### src/design/uwrap_pkg.sv
// shared types and constants for the utf-8 greedy word wrapper
// used by the front end, the token queue, the back end and the top level
// no dependencies

package uwrap_pkg;

  // default store depth, i.e. the widest line the block supports
  localparam int DEF_MAX_WIDTH = 40;

  // line width register
  localparam int           CFG_W     = 6;
  localparam logic [5:0]   CFG_RESET = 6'd40;

  // token queue depth
  localparam int FIFO_DEPTH = 2;

  // character codes
  localparam logic [7:0] CHAR_SPACE   = 8'h20;
  localparam logic [7:0] CHAR_NEWLINE = 8'h0a;

  // upper bounds of the lead byte classes
  localparam logic [7:0] LEAD1_MAX = 8'hbf;
  localparam logic [7:0] LEAD2_MAX = 8'hdf;
  localparam logic [7:0] LEAD3_MAX = 8'hef;
  localparam logic [7:0] LEAD4_MAX = 8'hf7;

  // what a byte asks for after its character (if any) is added
  typedef enum logic [1:0] {
    ACT_NONE  = 2'd0,
    ACT_SPACE = 2'd1,
    ACT_NEWL  = 2'd2
  } act_t;

  // one classified input byte, front end to back end
  typedef struct packed {
    logic        ch_valid;  // a complete character is added to the word
    logic [31:0] ch;        // its bytes, first byte lowest
    act_t        act;       // space or newline handling after the character
    logic        fin;       // last byte of the text
  } tok_t;

  // one result, back end to top level
  typedef struct packed {
    logic [31:0] bytes;
    logic [2:0]  len;
    logic        line_end;
    logic        run_last;
  } res_t;

endpackage

### src/design/utf8_greedy_word_wrap.sv
// top level of the utf-8 greedy word wrapper
// depends on uwrap_pkg, uwrap_front, uwrap_fifo and uwrap_back

// Takes UTF-8 text one byte per transaction (in_tlast marks the last byte)
// and returns one transaction per character placed on a line, plus a mark
// transaction (out_tuser high, no character) that closes each line; out_tlast
// flags the last result caused by an input byte, and a byte may cause none.
// line_width sets the characters per line and is written through cfg_wr_en /
// cfg_wr_data; the user must write it only while the block is idle, as the
// block itself does not enforce it. The front end takes a byte every cycle
// as long as its two-entry token queue has room. The back-end sequencer sets
// the throughput: it takes the next token only from idle, after the last one
// has gone through its states (add, flush, emit, space or newline, end-of-text
// close, done). A word flush or a cut that streams stored characters out of
// the word store, and a line-end mark that comes ahead of a word or ends a cut
// word, lengthen this work; receiver stalls hold up all of these. Bytes inside
// a multibyte character and zero bytes cost the back end nothing. There is no
// clearing pass after reset.

module utf8_greedy_word_wrap #(
  parameter int MAX_WIDTH = uwrap_pkg::DEF_MAX_WIDTH
) (
  input  logic                        clk,
  input  logic                        rst_n,
  // configuration
  input  logic                        cfg_wr_en,
  input  logic [uwrap_pkg::CFG_W-1:0] cfg_wr_data,   // line_width
  // input stream
  input  logic                        in_tvalid,
  output logic                        in_tready,
  input  logic [7:0]                  in_tdata,      // [7:0] text_byte
  input  logic                        in_tlast,      // final_byte
  // result stream
  output logic                        out_tvalid,
  input  logic                        out_tready,
  output logic [39:0]                 out_tdata,     // [31:0] char_bytes, [34:32] char_len
  output logic                        out_tuser,     // [0] line_end
  output logic                        out_tlast      // run_last
);

  logic [uwrap_pkg::CFG_W-1:0] line_width_r;
  logic            q_push, q_full, q_pop, q_valid;
  uwrap_pkg::tok_t push_tok, pop_tok;
  uwrap_pkg::res_t res;

  // line width register
  always_ff @(posedge clk) begin
    if (!rst_n) begin
      line_width_r <= uwrap_pkg::CFG_RESET;
    end else if (cfg_wr_en) begin
      line_width_r <= cfg_wr_data;
    end
  end

  uwrap_front u_front (
    .clk      (clk),
    .rst_n    (rst_n),
    .in_valid (in_tvalid),
    .in_ready (in_tready),
    .in_byte  (in_tdata),
    .in_fin   (in_tlast),
    .q_full   (q_full),
    .q_push   (q_push),
    .q_tok    (push_tok)
  );

  uwrap_fifo u_fifo (
    .clk       (clk),
    .rst_n     (rst_n),
    .push      (q_push),
    .push_tok  (push_tok),
    .full      (q_full),
    .pop       (q_pop),
    .pop_tok   (pop_tok),
    .not_empty (q_valid)
  );

  uwrap_back #(
    .MAX_WIDTH (MAX_WIDTH)
  ) u_back (
    .clk        (clk),
    .rst_n      (rst_n),
    .line_width (line_width_r),
    .q_valid    (q_valid),
    .q_tok      (pop_tok),
    .q_pop      (q_pop),
    .out_ready  (out_tready),
    .out_valid  (out_tvalid),
    .out_res    (res)
  );

  // result packing
  assign out_tdata = {5'b0, res.len, res.bytes};
  assign out_tuser = res.line_end;
  assign out_tlast = res.run_last;

endmodule

### src/design/uwrap_ram.sv
// generic single write port ram with registered read
// no dependencies

module uwrap_ram #(
  parameter int WIDTH = 32,
  parameter int DEPTH = 40
) (
  input  logic                                   clk,
  input  logic                                   we,
  input  logic [(DEPTH > 1 ? $clog2(DEPTH) : 1)-1:0] waddr,
  input  logic [WIDTH-1:0]                       wdata,
  input  logic [(DEPTH > 1 ? $clog2(DEPTH) : 1)-1:0] raddr,
  output logic [WIDTH-1:0]                       rdata
);

  logic [WIDTH-1:0] mem_r [DEPTH];
  logic [WIDTH-1:0] rdata_r;

  // write port and registered read port
  always_ff @(posedge clk) begin
    if (we) begin
      mem_r[waddr] <= wdata;
    end
    rdata_r <= mem_r[raddr];
  end

  assign rdata = rdata_r;

endmodule

### src/design/uwrap_fifo.sv
// short token queue between the front end and the back end
// depends on uwrap_pkg (tok_t, FIFO_DEPTH)

module uwrap_fifo (
  input  logic            clk,
  input  logic            rst_n,
  input  logic            push,
  input  uwrap_pkg::tok_t push_tok,
  output logic            full,
  input  logic            pop,
  output uwrap_pkg::tok_t pop_tok,
  output logic            not_empty
);

  localparam int DEPTH = uwrap_pkg::FIFO_DEPTH;
  localparam int AW    = DEPTH > 1 ? $clog2(DEPTH) : 1;
  localparam int CW    = $clog2(DEPTH + 1);

  uwrap_pkg::tok_t mem_r [DEPTH];
  logic [AW-1:0]   wr_ptr_r, wr_ptr_nxt;
  logic [AW-1:0]   rd_ptr_r, rd_ptr_nxt;
  logic [CW-1:0]   cnt_r, cnt_nxt;

  assign full      = (cnt_r == CW'(DEPTH));
  assign not_empty = (cnt_r != '0);
  assign pop_tok   = mem_r[rd_ptr_r];

  // pointer and fill count update
  always_comb begin
    wr_ptr_nxt = wr_ptr_r;
    rd_ptr_nxt = rd_ptr_r;
    cnt_nxt    = cnt_r;
    if (push) begin
      wr_ptr_nxt = (wr_ptr_r == AW'(DEPTH - 1)) ? '0 : AW'(wr_ptr_r + 1'b1);
    end
    if (pop) begin
      rd_ptr_nxt = (rd_ptr_r == AW'(DEPTH - 1)) ? '0 : AW'(rd_ptr_r + 1'b1);
    end
    if (push && !pop) begin
      cnt_nxt = CW'(cnt_r + 1'b1);
    end else if (pop && !push) begin
      cnt_nxt = CW'(cnt_r - 1'b1);
    end
  end

  always_ff @(posedge clk) begin
    if (!rst_n) begin
      wr_ptr_r <= '0;
      rd_ptr_r <= '0;
      cnt_r    <= '0;
    end else begin
      wr_ptr_r <= wr_ptr_nxt;
      rd_ptr_r <= rd_ptr_nxt;
      cnt_r    <= cnt_nxt;
    end
  end

  // entry storage
  always_ff @(posedge clk) begin
    if (push) begin
      mem_r[wr_ptr_r] <= push_tok;
    end
  end

endmodule

### src/design/uwrap_front.sv
// front end: accepts text bytes, gathers utf-8 characters, classifies bytes
// depends on uwrap_pkg (tok_t, act_t, character and lead byte constants)

module uwrap_front (
  input  logic            clk,
  input  logic            rst_n,
  input  logic            in_valid,
  output logic            in_ready,
  input  logic [7:0]      in_byte,
  input  logic            in_fin,
  input  logic            q_full,
  output logic            q_push,
  output uwrap_pkg::tok_t q_tok
);

  logic [31:0] gather_r, gather_nxt;
  logic [2:0]  held_r, held_nxt;
  logic [1:0]  left_r, left_nxt;
  logic [31:0] shifted;
  logic [2:0]  lead_len;
  logic        take;

  // byte count announced by a lead byte
  function automatic logic [2:0] lead_length(input logic [7:0] b);
    logic [2:0] n;
    if (b <= uwrap_pkg::LEAD1_MAX) begin
      n = 3'd1;
    end else if (b <= uwrap_pkg::LEAD2_MAX) begin
      n = 3'd2;
    end else if (b <= uwrap_pkg::LEAD3_MAX) begin
      n = 3'd3;
    end else if (b <= uwrap_pkg::LEAD4_MAX) begin
      n = 3'd4;
    end else begin
      n = 3'd1;
    end
    return n;
  endfunction

  assign in_ready = !q_full;
  assign take     = in_valid && in_ready;
  assign shifted  = gather_r | ({24'b0, in_byte} << {held_r[1:0], 3'b000});
  assign lead_len = lead_length(in_byte);

  // classify the byte and build the token
  always_comb begin
    q_tok.ch_valid = 1'b0;
    q_tok.ch       = gather_r;
    q_tok.act      = uwrap_pkg::ACT_NONE;
    q_tok.fin      = in_fin;
    gather_nxt     = gather_r;
    held_nxt       = held_r;
    left_nxt       = left_r;
    if (in_byte == 8'h00) begin
      // zero byte: only the final mark counts
      q_tok.ch_valid = in_fin && (held_r != 3'd0);
    end else if (in_byte == uwrap_pkg::CHAR_SPACE ||
                 in_byte == uwrap_pkg::CHAR_NEWLINE) begin
      // space or newline ends a partial character
      q_tok.ch_valid = (held_r != 3'd0);
      q_tok.act      = (in_byte == uwrap_pkg::CHAR_SPACE) ? uwrap_pkg::ACT_SPACE
                                                          : uwrap_pkg::ACT_NEWL;
      gather_nxt     = '0;
      held_nxt       = '0;
      left_nxt       = '0;
    end else if (left_r != 2'd0) begin
      // continuation byte
      q_tok.ch = shifted;
      if (left_r == 2'd1 || in_fin) begin
        q_tok.ch_valid = 1'b1;
        gather_nxt     = '0;
        held_nxt       = '0;
        left_nxt       = '0;
      end else begin
        gather_nxt = shifted;
        held_nxt   = 3'(held_r + 1'b1);
        left_nxt   = 2'(left_r - 1'b1);
      end
    end else begin
      // lead byte
      q_tok.ch = {24'b0, in_byte};
      if (lead_len == 3'd1 || in_fin) begin
        q_tok.ch_valid = 1'b1;
      end else begin
        gather_nxt = {24'b0, in_byte};
        held_nxt   = 3'd1;
        left_nxt   = 2'(lead_len - 3'd1);
      end
    end
    // the last byte of the text always leaves the gather empty
    if (in_fin) begin
      gather_nxt = '0;
      held_nxt   = '0;
      left_nxt   = '0;
    end
  end

  // only bytes that ask something of the back end enter the queue
  assign q_push = take && (q_tok.ch_valid || (q_tok.act != uwrap_pkg::ACT_NONE) || in_fin);

  always_ff @(posedge clk) begin
    if (!rst_n) begin
      gather_r <= '0;
      held_r   <= '0;
      left_r   <= '0;
    end else if (take) begin
      gather_r <= gather_nxt;
      held_r   <= held_nxt;
      left_r   <= left_nxt;
    end
  end

endmodule

### src/design/uwrap_back.sv
// back end: word store, line filling sequencer and result output stage
// depends on uwrap_pkg (tok_t, res_t, act_t, CHAR_SPACE, CFG_W) and uwrap_ram

module uwrap_back #(
  parameter int MAX_WIDTH = uwrap_pkg::DEF_MAX_WIDTH
) (
  input  logic                        clk,
  input  logic                        rst_n,
  input  logic [uwrap_pkg::CFG_W-1:0] line_width,
  input  logic                        q_valid,
  input  uwrap_pkg::tok_t             q_tok,
  output logic                        q_pop,
  input  logic                        out_ready,
  output logic                        out_valid,
  output uwrap_pkg::res_t             out_res
);

  localparam int IDX_W = MAX_WIDTH > 1 ? $clog2(MAX_WIDTH) : 1;
  localparam int CNT_W = $clog2(MAX_WIDTH + 1);
  localparam int SUM_W = CNT_W + 1;

  typedef enum logic [8:0] {
    S_IDLE  = 9'b000000001,
    S_ADD   = 9'b000000010,
    S_ADDCL = 9'b000000100,
    S_FLUSH = 9'b000001000,
    S_EMIT  = 9'b000010000,
    S_SPACE = 9'b000100000,
    S_NEWL  = 9'b001000000,
    S_FINC  = 9'b010000000,
    S_DONE  = 9'b100000000
  } state_t;

  // where a word flush goes on to
  typedef enum logic [2:0] {
    PH_SPACE = 3'b001,
    PH_NEWL  = 3'b010,
    PH_FIN   = 3'b100
  } phase_t;

  state_t          state_r, state_nxt;
  phase_t          phase_r, phase_nxt;
  uwrap_pkg::tok_t tok_r, tok_nxt;
  logic [CNT_W-1:0] word_r, word_nxt;
  logic [CNT_W-1:0] line_r, line_nxt;
  logic            content_r, content_nxt;
  logic            skip_r, skip_nxt;
  logic            ret_add_r, ret_add_nxt;
  logic [IDX_W-1:0] a_r, a_nxt;

  logic            pend_valid_r, pend_valid_nxt;
  uwrap_pkg::res_t pend_r, pend_nxt;
  logic            out_valid_r, out_valid_nxt;
  uwrap_pkg::res_t out_r, out_nxt;

  logic [CNT_W-1:0] w;
  logic [SUM_W-1:0] w_ext, lw_sum, lw1_sum;
  logic             out_free, can_emit;
  logic             emit_req, emit_end, done_load, out_load;
  logic [31:0]      emit_bytes;
  logic [2:0]       emit_len;
  logic             ram_we;
  logic [31:0]      ram_rdata;

  // byte count of a stored character: highest nonzero byte
  function automatic logic [2:0] char_len_of(input logic [31:0] bytes);
    logic [2:0] n;
    if (bytes[31:24] != 8'h00) begin
      n = 3'd4;
    end else if (bytes[23:16] != 8'h00) begin
      n = 3'd3;
    end else if (bytes[15:8] != 8'h00) begin
      n = 3'd2;
    end else if (bytes[7:0] != 8'h00) begin
      n = 3'd1;
    end else begin
      n = 3'd0;
    end
    return n;
  endfunction

  // next step for a token once its character, if any, is stored
  function automatic state_t disp_state(input uwrap_pkg::act_t act, input logic fin);
    state_t s;
    if (act != uwrap_pkg::ACT_NONE || fin) begin
      s = S_FLUSH;
    end else begin
      s = S_DONE;
    end
    return s;
  endfunction

  function automatic phase_t disp_phase(input uwrap_pkg::act_t act);
    phase_t p;
    unique case (act)
      uwrap_pkg::ACT_SPACE: p = PH_SPACE;
      uwrap_pkg::ACT_NEWL:  p = PH_NEWL;
      default:              p = PH_FIN;
    endcase
    return p;
  endfunction

  function automatic state_t phase_target(input phase_t p);
    state_t s;
    unique case (p)
      PH_SPACE: s = S_SPACE;
      PH_NEWL:  s = S_NEWL;
      default:  s = S_FINC;
    endcase
    return s;
  endfunction

  // effective width: zero acts as one, clipped to the store depth
  always_comb begin
    if (line_width == '0) begin
      w = CNT_W'(1);
    end else if (line_width > uwrap_pkg::CFG_W'(MAX_WIDTH)) begin
      w = CNT_W'(MAX_WIDTH);
    end else begin
      w = CNT_W'(line_width);
    end
  end

  assign w_ext   = {1'b0, w};
  assign lw_sum  = {1'b0, line_r} + {1'b0, word_r};
  assign lw1_sum = SUM_W'(lw_sum + 1'b1);

  assign out_free = !out_valid_r || out_ready;
  assign can_emit = !pend_valid_r || out_free;

  // word store
  uwrap_ram #(
    .WIDTH (32),
    .DEPTH (MAX_WIDTH)
  ) u_store (
    .clk   (clk),
    .we    (ram_we),
    .waddr (word_r[IDX_W-1:0]),
    .wdata (tok_r.ch),
    .raddr (a_nxt),
    .rdata (ram_rdata)
  );

  // sequencer
  always_comb begin
    state_nxt   = state_r;
    phase_nxt   = phase_r;
    tok_nxt     = tok_r;
    word_nxt    = word_r;
    line_nxt    = line_r;
    content_nxt = content_r;
    skip_nxt    = skip_r;
    ret_add_nxt = ret_add_r;
    a_nxt       = '0;
    ram_we      = 1'b0;
    q_pop       = 1'b0;
    emit_req    = 1'b0;
    emit_bytes  = '0;
    emit_len    = '0;
    emit_end    = 1'b0;
    done_load   = 1'b0;

    unique case (state_r)
      S_IDLE: begin
        if (q_valid) begin
          q_pop   = 1'b1;
          tok_nxt = q_tok;
          if (q_tok.ch_valid) begin
            state_nxt = S_ADD;
          end else begin
            state_nxt = disp_state(q_tok.act, q_tok.fin);
            phase_nxt = disp_phase(q_tok.act);
          end
        end
      end

      // add one character to the pending word
      S_ADD: begin
        if (line_r != '0 && lw1_sum > w_ext) begin
          // word no longer fits: close the line, then look again
          if (can_emit) begin
            emit_req    = 1'b1;
            emit_end    = 1'b1;
            line_nxt    = '0;
            content_nxt = 1'b0;
            skip_nxt    = 1'b0;
          end
        end else if (word_r >= w) begin
          // word fills a whole line: cut it here
          state_nxt   = S_EMIT;
          ret_add_nxt = 1'b1;
        end else begin
          ram_we      = 1'b1;
          word_nxt    = CNT_W'(word_r + 1'b1);
          content_nxt = 1'b1;
          state_nxt   = disp_state(tok_r.act, tok_r.fin);
          phase_nxt   = disp_phase(tok_r.act);
        end
      end

      // close after a cut word, then store the character
      S_ADDCL: begin
        if (can_emit) begin
          emit_req    = 1'b1;
          emit_end    = 1'b1;
          line_nxt    = '0;
          skip_nxt    = 1'b0;
          ram_we      = 1'b1;
          word_nxt    = CNT_W'(word_r + 1'b1);
          content_nxt = 1'b1;
          state_nxt   = disp_state(tok_r.act, tok_r.fin);
          phase_nxt   = disp_phase(tok_r.act);
        end
      end

      // release the pending word onto the line
      S_FLUSH: begin
        if (word_r == '0) begin
          state_nxt = phase_target(phase_r);
        end else if (line_r != '0 && lw_sum > w_ext) begin
          if (can_emit) begin
            emit_req    = 1'b1;
            emit_end    = 1'b1;
            line_nxt    = '0;
            content_nxt = 1'b0;
            skip_nxt    = 1'b0;
          end
        end else begin
          state_nxt   = S_EMIT;
          ret_add_nxt = 1'b0;
        end
      end

      // stream the stored characters, one per cycle while the output can take them
      S_EMIT: begin
        a_nxt = a_r;
        if (can_emit) begin
          emit_req   = 1'b1;
          emit_bytes = ram_rdata;
          emit_len   = char_len_of(ram_rdata);
          if (CNT_W'(a_r) == CNT_W'(word_r - 1'b1)) begin
            a_nxt    = '0;
            line_nxt = CNT_W'(lw_sum);
            word_nxt = '0;
            if (ret_add_r) begin
              state_nxt = S_ADDCL;
            end else begin
              content_nxt = 1'b1;
              if (lw_sum >= w_ext) begin
                skip_nxt = 1'b1;
              end
              state_nxt = phase_target(phase_r);
            end
          end else begin
            a_nxt = IDX_W'(a_r + 1'b1);
          end
        end
      end

      S_SPACE: begin
        if (skip_r || can_emit) begin
          if (!skip_r) begin
            emit_req    = 1'b1;
            emit_bytes  = {24'b0, uwrap_pkg::CHAR_SPACE};
            emit_len    = 3'd1;
            line_nxt    = CNT_W'(line_r + 1'b1);
            content_nxt = 1'b1;
            if ({1'b0, line_r} + 1'b1 >= w_ext) begin
              skip_nxt = 1'b1;
            end
          end
          state_nxt = tok_r.fin ? S_FLUSH : S_DONE;
          phase_nxt = PH_FIN;
        end
      end

      S_NEWL: begin
        if (can_emit) begin
          emit_req    = 1'b1;
          emit_end    = 1'b1;
          line_nxt    = '0;
          content_nxt = 1'b0;
          skip_nxt    = 1'b0;
          state_nxt   = tok_r.fin ? S_FLUSH : S_DONE;
          phase_nxt   = PH_FIN;
        end
      end

      // end of text: close an open line
      S_FINC: begin
        if (!content_r) begin
          state_nxt = S_DONE;
        end else if (can_emit) begin
          emit_req    = 1'b1;
          emit_end    = 1'b1;
          line_nxt    = '0;
          content_nxt = 1'b0;
          skip_nxt    = 1'b0;
          state_nxt   = S_DONE;
        end
      end

      // hand over the held result marked as the last of its byte
      S_DONE: begin
        if (!pend_valid_r) begin
          state_nxt = S_IDLE;
        end else if (out_free) begin
          done_load = 1'b1;
          state_nxt = S_IDLE;
        end
      end

      default: begin
        state_nxt = S_IDLE;
      end
    endcase
  end

  // held result and output register
  always_comb begin
    pend_valid_nxt = pend_valid_r;
    pend_nxt       = pend_r;
    out_load       = 1'b0;
    out_nxt        = out_r;
    if (emit_req) begin
      pend_valid_nxt    = 1'b1;
      pend_nxt.bytes    = emit_bytes;
      pend_nxt.len      = emit_len;
      pend_nxt.line_end = emit_end;
      pend_nxt.run_last = 1'b0;
      out_load          = pend_valid_r;
    end
    if (done_load) begin
      pend_valid_nxt = 1'b0;
      out_load       = 1'b1;
    end
    if (out_load) begin
      out_nxt          = pend_r;
      out_nxt.run_last = done_load;
    end
    if (out_load) begin
      out_valid_nxt = 1'b1;
    end else if (out_ready) begin
      out_valid_nxt = 1'b0;
    end else begin
      out_valid_nxt = out_valid_r;
    end
  end

  always_ff @(posedge clk) begin
    if (!rst_n) begin
      state_r      <= S_IDLE;
      phase_r      <= PH_FIN;
      word_r       <= '0;
      line_r       <= '0;
      content_r    <= 1'b0;
      skip_r       <= 1'b0;
      ret_add_r    <= 1'b0;
      a_r          <= '0;
      pend_valid_r <= 1'b0;
      out_valid_r  <= 1'b0;
    end else begin
      state_r      <= state_nxt;
      phase_r      <= phase_nxt;
      word_r       <= word_nxt;
      line_r       <= line_nxt;
      content_r    <= content_nxt;
      skip_r       <= skip_nxt;
      ret_add_r    <= ret_add_nxt;
      a_r          <= a_nxt;
      pend_valid_r <= pend_valid_nxt;
      out_valid_r  <= out_valid_nxt;
    end
  end

  // payload registers
  always_ff @(posedge clk) begin
    tok_r  <= tok_nxt;
    pend_r <= pend_nxt;
    out_r  <= out_nxt;
  end

  assign out_valid = out_valid_r;
  assign out_res   = out_r;

  // checks
  a_emit_in_word: assert property (@(posedge clk) disable iff (!rst_n)
    (state_r == S_EMIT) |-> (CNT_W'(a_r) < word_r))
    else $error("word store read beyond the pending word");

  a_idle_no_pend: assert property (@(posedge clk) disable iff (!rst_n)
    (state_r == S_IDLE) |-> !pend_valid_r)
    else $error("held result left over between transactions");

  a_word_bound: assert property (@(posedge clk) disable iff (!rst_n)
    word_r <= CNT_W'(MAX_WIDTH))
    else $error("pending word exceeds the store depth");

  a_mark_empty: assert property (@(posedge clk) disable iff (!rst_n)
    (out_valid_r && out_r.line_end) |-> (out_r.len == 3'd0 && out_r.bytes == 32'd0))
    else $error("line-end mark carries character data");

endmodule
### config.mk
export PLATFORM = sky130hd
export DESIGN_NAME = utf8_greedy_word_wrap
export DESIGN_NICKNAME = d
export VERILOG_FILES = /design/src/design/uwrap_pkg.sv /design/src/design/utf8_greedy_word_wrap.sv /design/src/design/uwrap_ram.sv /design/src/design/uwrap_fifo.sv /design/src/design/uwrap_front.sv /design/src/design/uwrap_back.sv
export SDC_FILE = /design/constraint.sdc
export NUM_CORES = 2
export LEC_CHECK = 0
export BUFFER_PORTS_ARGS = -buffer_cell sky130_fd_sc_hd__buf_2
export CAP_MARGIN = 30
export CORE_MARGIN = 4
export CORE_UTILIZATION = 50
export CTS_CLUSTER_SIZE = 40
export DETAILED_ROUTE_END_ITERATION = 16
export GPL_ROUTABILITY_DRIVEN = 0
export PLACE_DENSITY = 0.65
export SLEW_MARGIN = 40
export SYNTH_ARGS = -nofsm -noshare
export SYNTH_HDL_FRONTEND = slang
export SYNTH_HIERARCHICAL = 1
export SYNTH_SLANG_ARGS = --single-unit
### constraint.sdc
create_clock -name clk -period 11.1 [get_ports clk]
set_input_delay 1.665 -clock clk [delete_from_list [all_inputs] [get_ports clk]]
set_output_delay 1.665 -clock clk [all_outputs]
set_load 0.01 [all_outputs]
==> flow_metrics.tcl <==
set metrics [dict create \
    outcome "completed" \
    grt_use_met3_pct 4.25 \
    vias_per_cell 6.09 \
    finalSetupTns_ns 0 \
    synthTopCellsByArea "edfxtp_1, mux2i_1, dfxtp_1" \
    period_needed_ns 6.89 \
    place.detailed.hpwl_um 89800 \
    netlist_instances 3585 \
    yosysSeqAreaShare_pct 73.3 \
    dp_slack_ns 4.33 \
    drt-total-wl_um 157000 \
    powerDensity_nw_per_um2 195 \
    reg2regPathDepth 20 \
    cp-start-kind "flop" \
    worst_slew_pin_slew_ns 0.897 \
    drt_first_pass_iters 5 \
    fillCellCount 9364 \
    min_period_over_period_pct 62.1 \
    setup_viol 0 \
    criticalPathCategory "reg2reg" \
    die_h_um 363 \
    grt_antenna_before_repair 1 \
    drv_cap 0 \
    grt_max_degree 119 \
    die_x_um 363 \
    holdBufCountCts 0 \
    drtIter0Drc 3351 \
    avgSynthCellArea_um2 17.6 \
    cp.arrival_ns 7.30 \
    min_path_type "reg2reg" \
    final_layout_size_suffix_gt1_share_pct 18.4 \
    synth-edff-count 1460 \
    fp-row-count 129 \
    io_buffer_count 58 \
    dp.cells 5208 \
    ant_nets 0 \
    top_usage_layer "met2" \
    synthArstFlopShare_pct 0 \
    cts_setup_buffers 0 \
    wl_per_cell_um 28.5 \
    ir_drop_uv 167 \
    holdPathStages 0 \
    drc 0 \
    instances_no_fill 5508 \
    multi_input_area_um2 15900 \
    core_region_area_um2 124000 \
    clkLatencyLatePin_ns 0.79 \
    yosysTopAreaCell "edfxtp_1" \
    cts_buffers 160 \
    worst-path-max-fanout 18 \
    leakagePower_nw 22.2 \
    cts-root-buf "clkbuf_16" \
    met2_usage_pct 38.7 \
    ioPinCount 64 \
    fin_ws_ns 4.21 \
    tritoncts "done" \
    path_clk_slew_ns 0.06 \
    slew-limit-headroom_pct 39.9 \
    seqCellArea_um2 46100 \
    grt_pass1_vias 32700 \
    use_met1_pct 32.5 \
    ys_types 90 \
    cts-resized-gates 0 \
    rsz0062_at_grt "no" \
    ys_ff_latch 1575 \
    finClkSkew_ns 0.0272 \
    hold_viol_final 0 \
    syn-cell-area_um2 63000 \
    cp-end-kind "flop" \
    design.die.area_um2 132000 \
    cp.required_ns 11.51 \
    ys.flop_type "edfxtp_1" \
    start_util_pct 50.6 \
    cts_sinks 1575 \
    finalMaxSlewViolations 0 \
    gr-usage-all-layers_pct 23.6 \
    grt_pass1_wl_um 227000 \
    cts.path.max_buffers 3 \
    nets 3808 \
    num_vias 33500 \
    syn_to_final_growth_pct 12.6 \
    ctsHtreeMaxLevel 4 \
    yosysWarnings 6 \
    grt_overflow 0 \
    max_freq_ghz 0.145 \
    yosys.area.top_type_share_pct 69.6 \
]
per-layer routing:
metal | wire [µm] | vias up
li1 | - | 14700
met1 | 65100 | 17300
met2 | 76300 | 1264
met3 | 10800 | 239
met4 | 4450 | 0
met5 | 0 | -
cell usage after synthesis, types with 8 or more instances:
cell,count
mux4_2,64
and2_1,8
xnor2_1,14
a221oi_2,29
a21oi_1,126
clkbuf_4,9
a22oi_1,133
buf_1,24
clkbuf_1,79
inv_1,33
nand2b_1,20
nor2_1,118
buf_2,33
o21ai_0,21
xor2_1,17
a31oi_1,12
nand2_1,86
ha_1,48
buf_4,39
nor2b_1,18
mux2i_1,521
nand3b_1,9
mux2_2,68
a221oi_1,43
edfxtp_1,1460
dfxtp_1,115
buf_6,23
nand3_1,31
and3_1,45
o22ai_1,38
nor4_1,10
o41ai_2,32
a22o_1,104
a211oi_1,11
nor3_1,25
power breakdown:
group          switching [mW]  leakage [nW]  internal, mW
Clock                    2.21          2.40          2.83
Combinational           0.920          5.49         0.422
Sequential              0.182          14.3          7.25
Total                    3.31          22.2          10.5
flip-flops by register name (all words and copies together) (netlist names), 3 cells and up, named ones only:
| name | cells |
|---|---|
| u_back/pend_r | 36 |
| u_back/word_r | 6 |
| u_back/u_store/mem_r | 1280 |
| u_back/phase_r | 3 |
| u_back/out_res | 37 |
| line_width_r | 6 |
| u_front/gather_r | 32 |
| u_back/a_r | 6 |
| u_back/u_store/rdata | 32 |
| u_fifo/mem_r | 72 |
| u_back/line_r | 6 |
| u_front/held_r | 3 |
| u_back/tok_r | 35 |
| u_back/state_r | 9 |
worst max-delay path: stages (launching register included):
cell and delay, ns:
dfxtp_1 0.78, ha_1 0.32, inv_1 0.07, fa_1 0.41, nand2b_1 0.16, a21oi_1 0.25, xor2_1 0.54, nand2_1 0.10
nor2_1 0.15, xor2_1 0.18, ha_1 0.28, nand3_1 0.12, a21oi_1 0.06, o21ai_0 0.25, o21a_1 0.28, o21ai_0 0.27
nand2_1 0.28, nor4bb_1 0.43, nand2b_1 0.30, nor2_4 0.71, buf_4 0.57
logic make-up (layout without fill, tap and decap cells):
kind of cell | Yosys count | in the layout | share of synthesized area (%)
AOI/OAI and AO/OA | 609 | 609 | 7.86
xor gates and xnor gates | 31 | 31 | 0.431
adders and majority gates | 49 | 49 | 0.985
buffers and inverters | 244 | 525 | 2.14
DFF | 1575 | 1575 | 73.3
muxes | 653 | 653 | 11.8
other | 1 | 6 | 0.00595
and+or+nand+nor | 423 | 423 | 3.53
final timing paths:
kind	startpoint	end	slack, ns
max	u_back/word_r[0]	u_back/u_store/mem_r[17][16]	4.21
min	u_back/pend_r[30]	u_back/out_res[30]	0.40
max reg2reg	u_back/word_r[0]	u_back/u_store/mem_r[17][16]	4.21
min reg2reg	u_back/pend_r[30]	u_back/out_res[30]	0.40
layout by cell type, fill, tap and decap left out, types with 12 or more instances in the layout:
cell,instances
edfxtp_1,1460
mux2i_1,521
clkbuf_16,164
a22oi_1,133
a21oi_1,126
dfxtp_1,113
a22o_1,104
nand2_1,85
buf_4,76
nor2_1,74
mux2_2,68
mux4_2,64
buf_2,58
clkbuf_1,49
ha_1,48
buf_6,46
and3_1,45
nor2_4,44
a221oi_1,42
o22ai_1,38
inv_1,32
o41ai_2,32
nand3_1,31
a221oi_2,30
clkinv_2,26
clkinv_1,23
nor3_1,23
o21ai_0,21
nand2b_1,18
xor2_1,17
nor2b_1,15
xnor2_1,14
clkbuf_8,12
a31oi_1,12
area by class of cell:
cell class	instances	area share, %
antenna	1	0.00353
clock buffer	223	6.21
clock inverter	70	0.702
inverter	33	0.175
multi-input combinational	1770	22.4
sequential	1575	65.1
tap	1637	2.89
timing repair buffer	199	2.54
per-stage QoR:
step / hold WS [ns] / instance area (µm²) / power (mW) / utilization, %
4_1_cts: 0.395 / 70800 / 13.9 / 56.9
2_1_floorplan: 0.400 / 63000 / 8.24 / -
5_1_grt: 0.406 / 70900 / 14.3 / 57.0
3_3_place_gp: 0.402 / 65200 / 8.69 / 52.4
6_report: 0.401 / 70900 / 13.8 / 57.0
3_5_place_dp: 0.405 / 65900 / 8.88 / 52.9
Note: power is estimated with default switching activity, not from simulation.
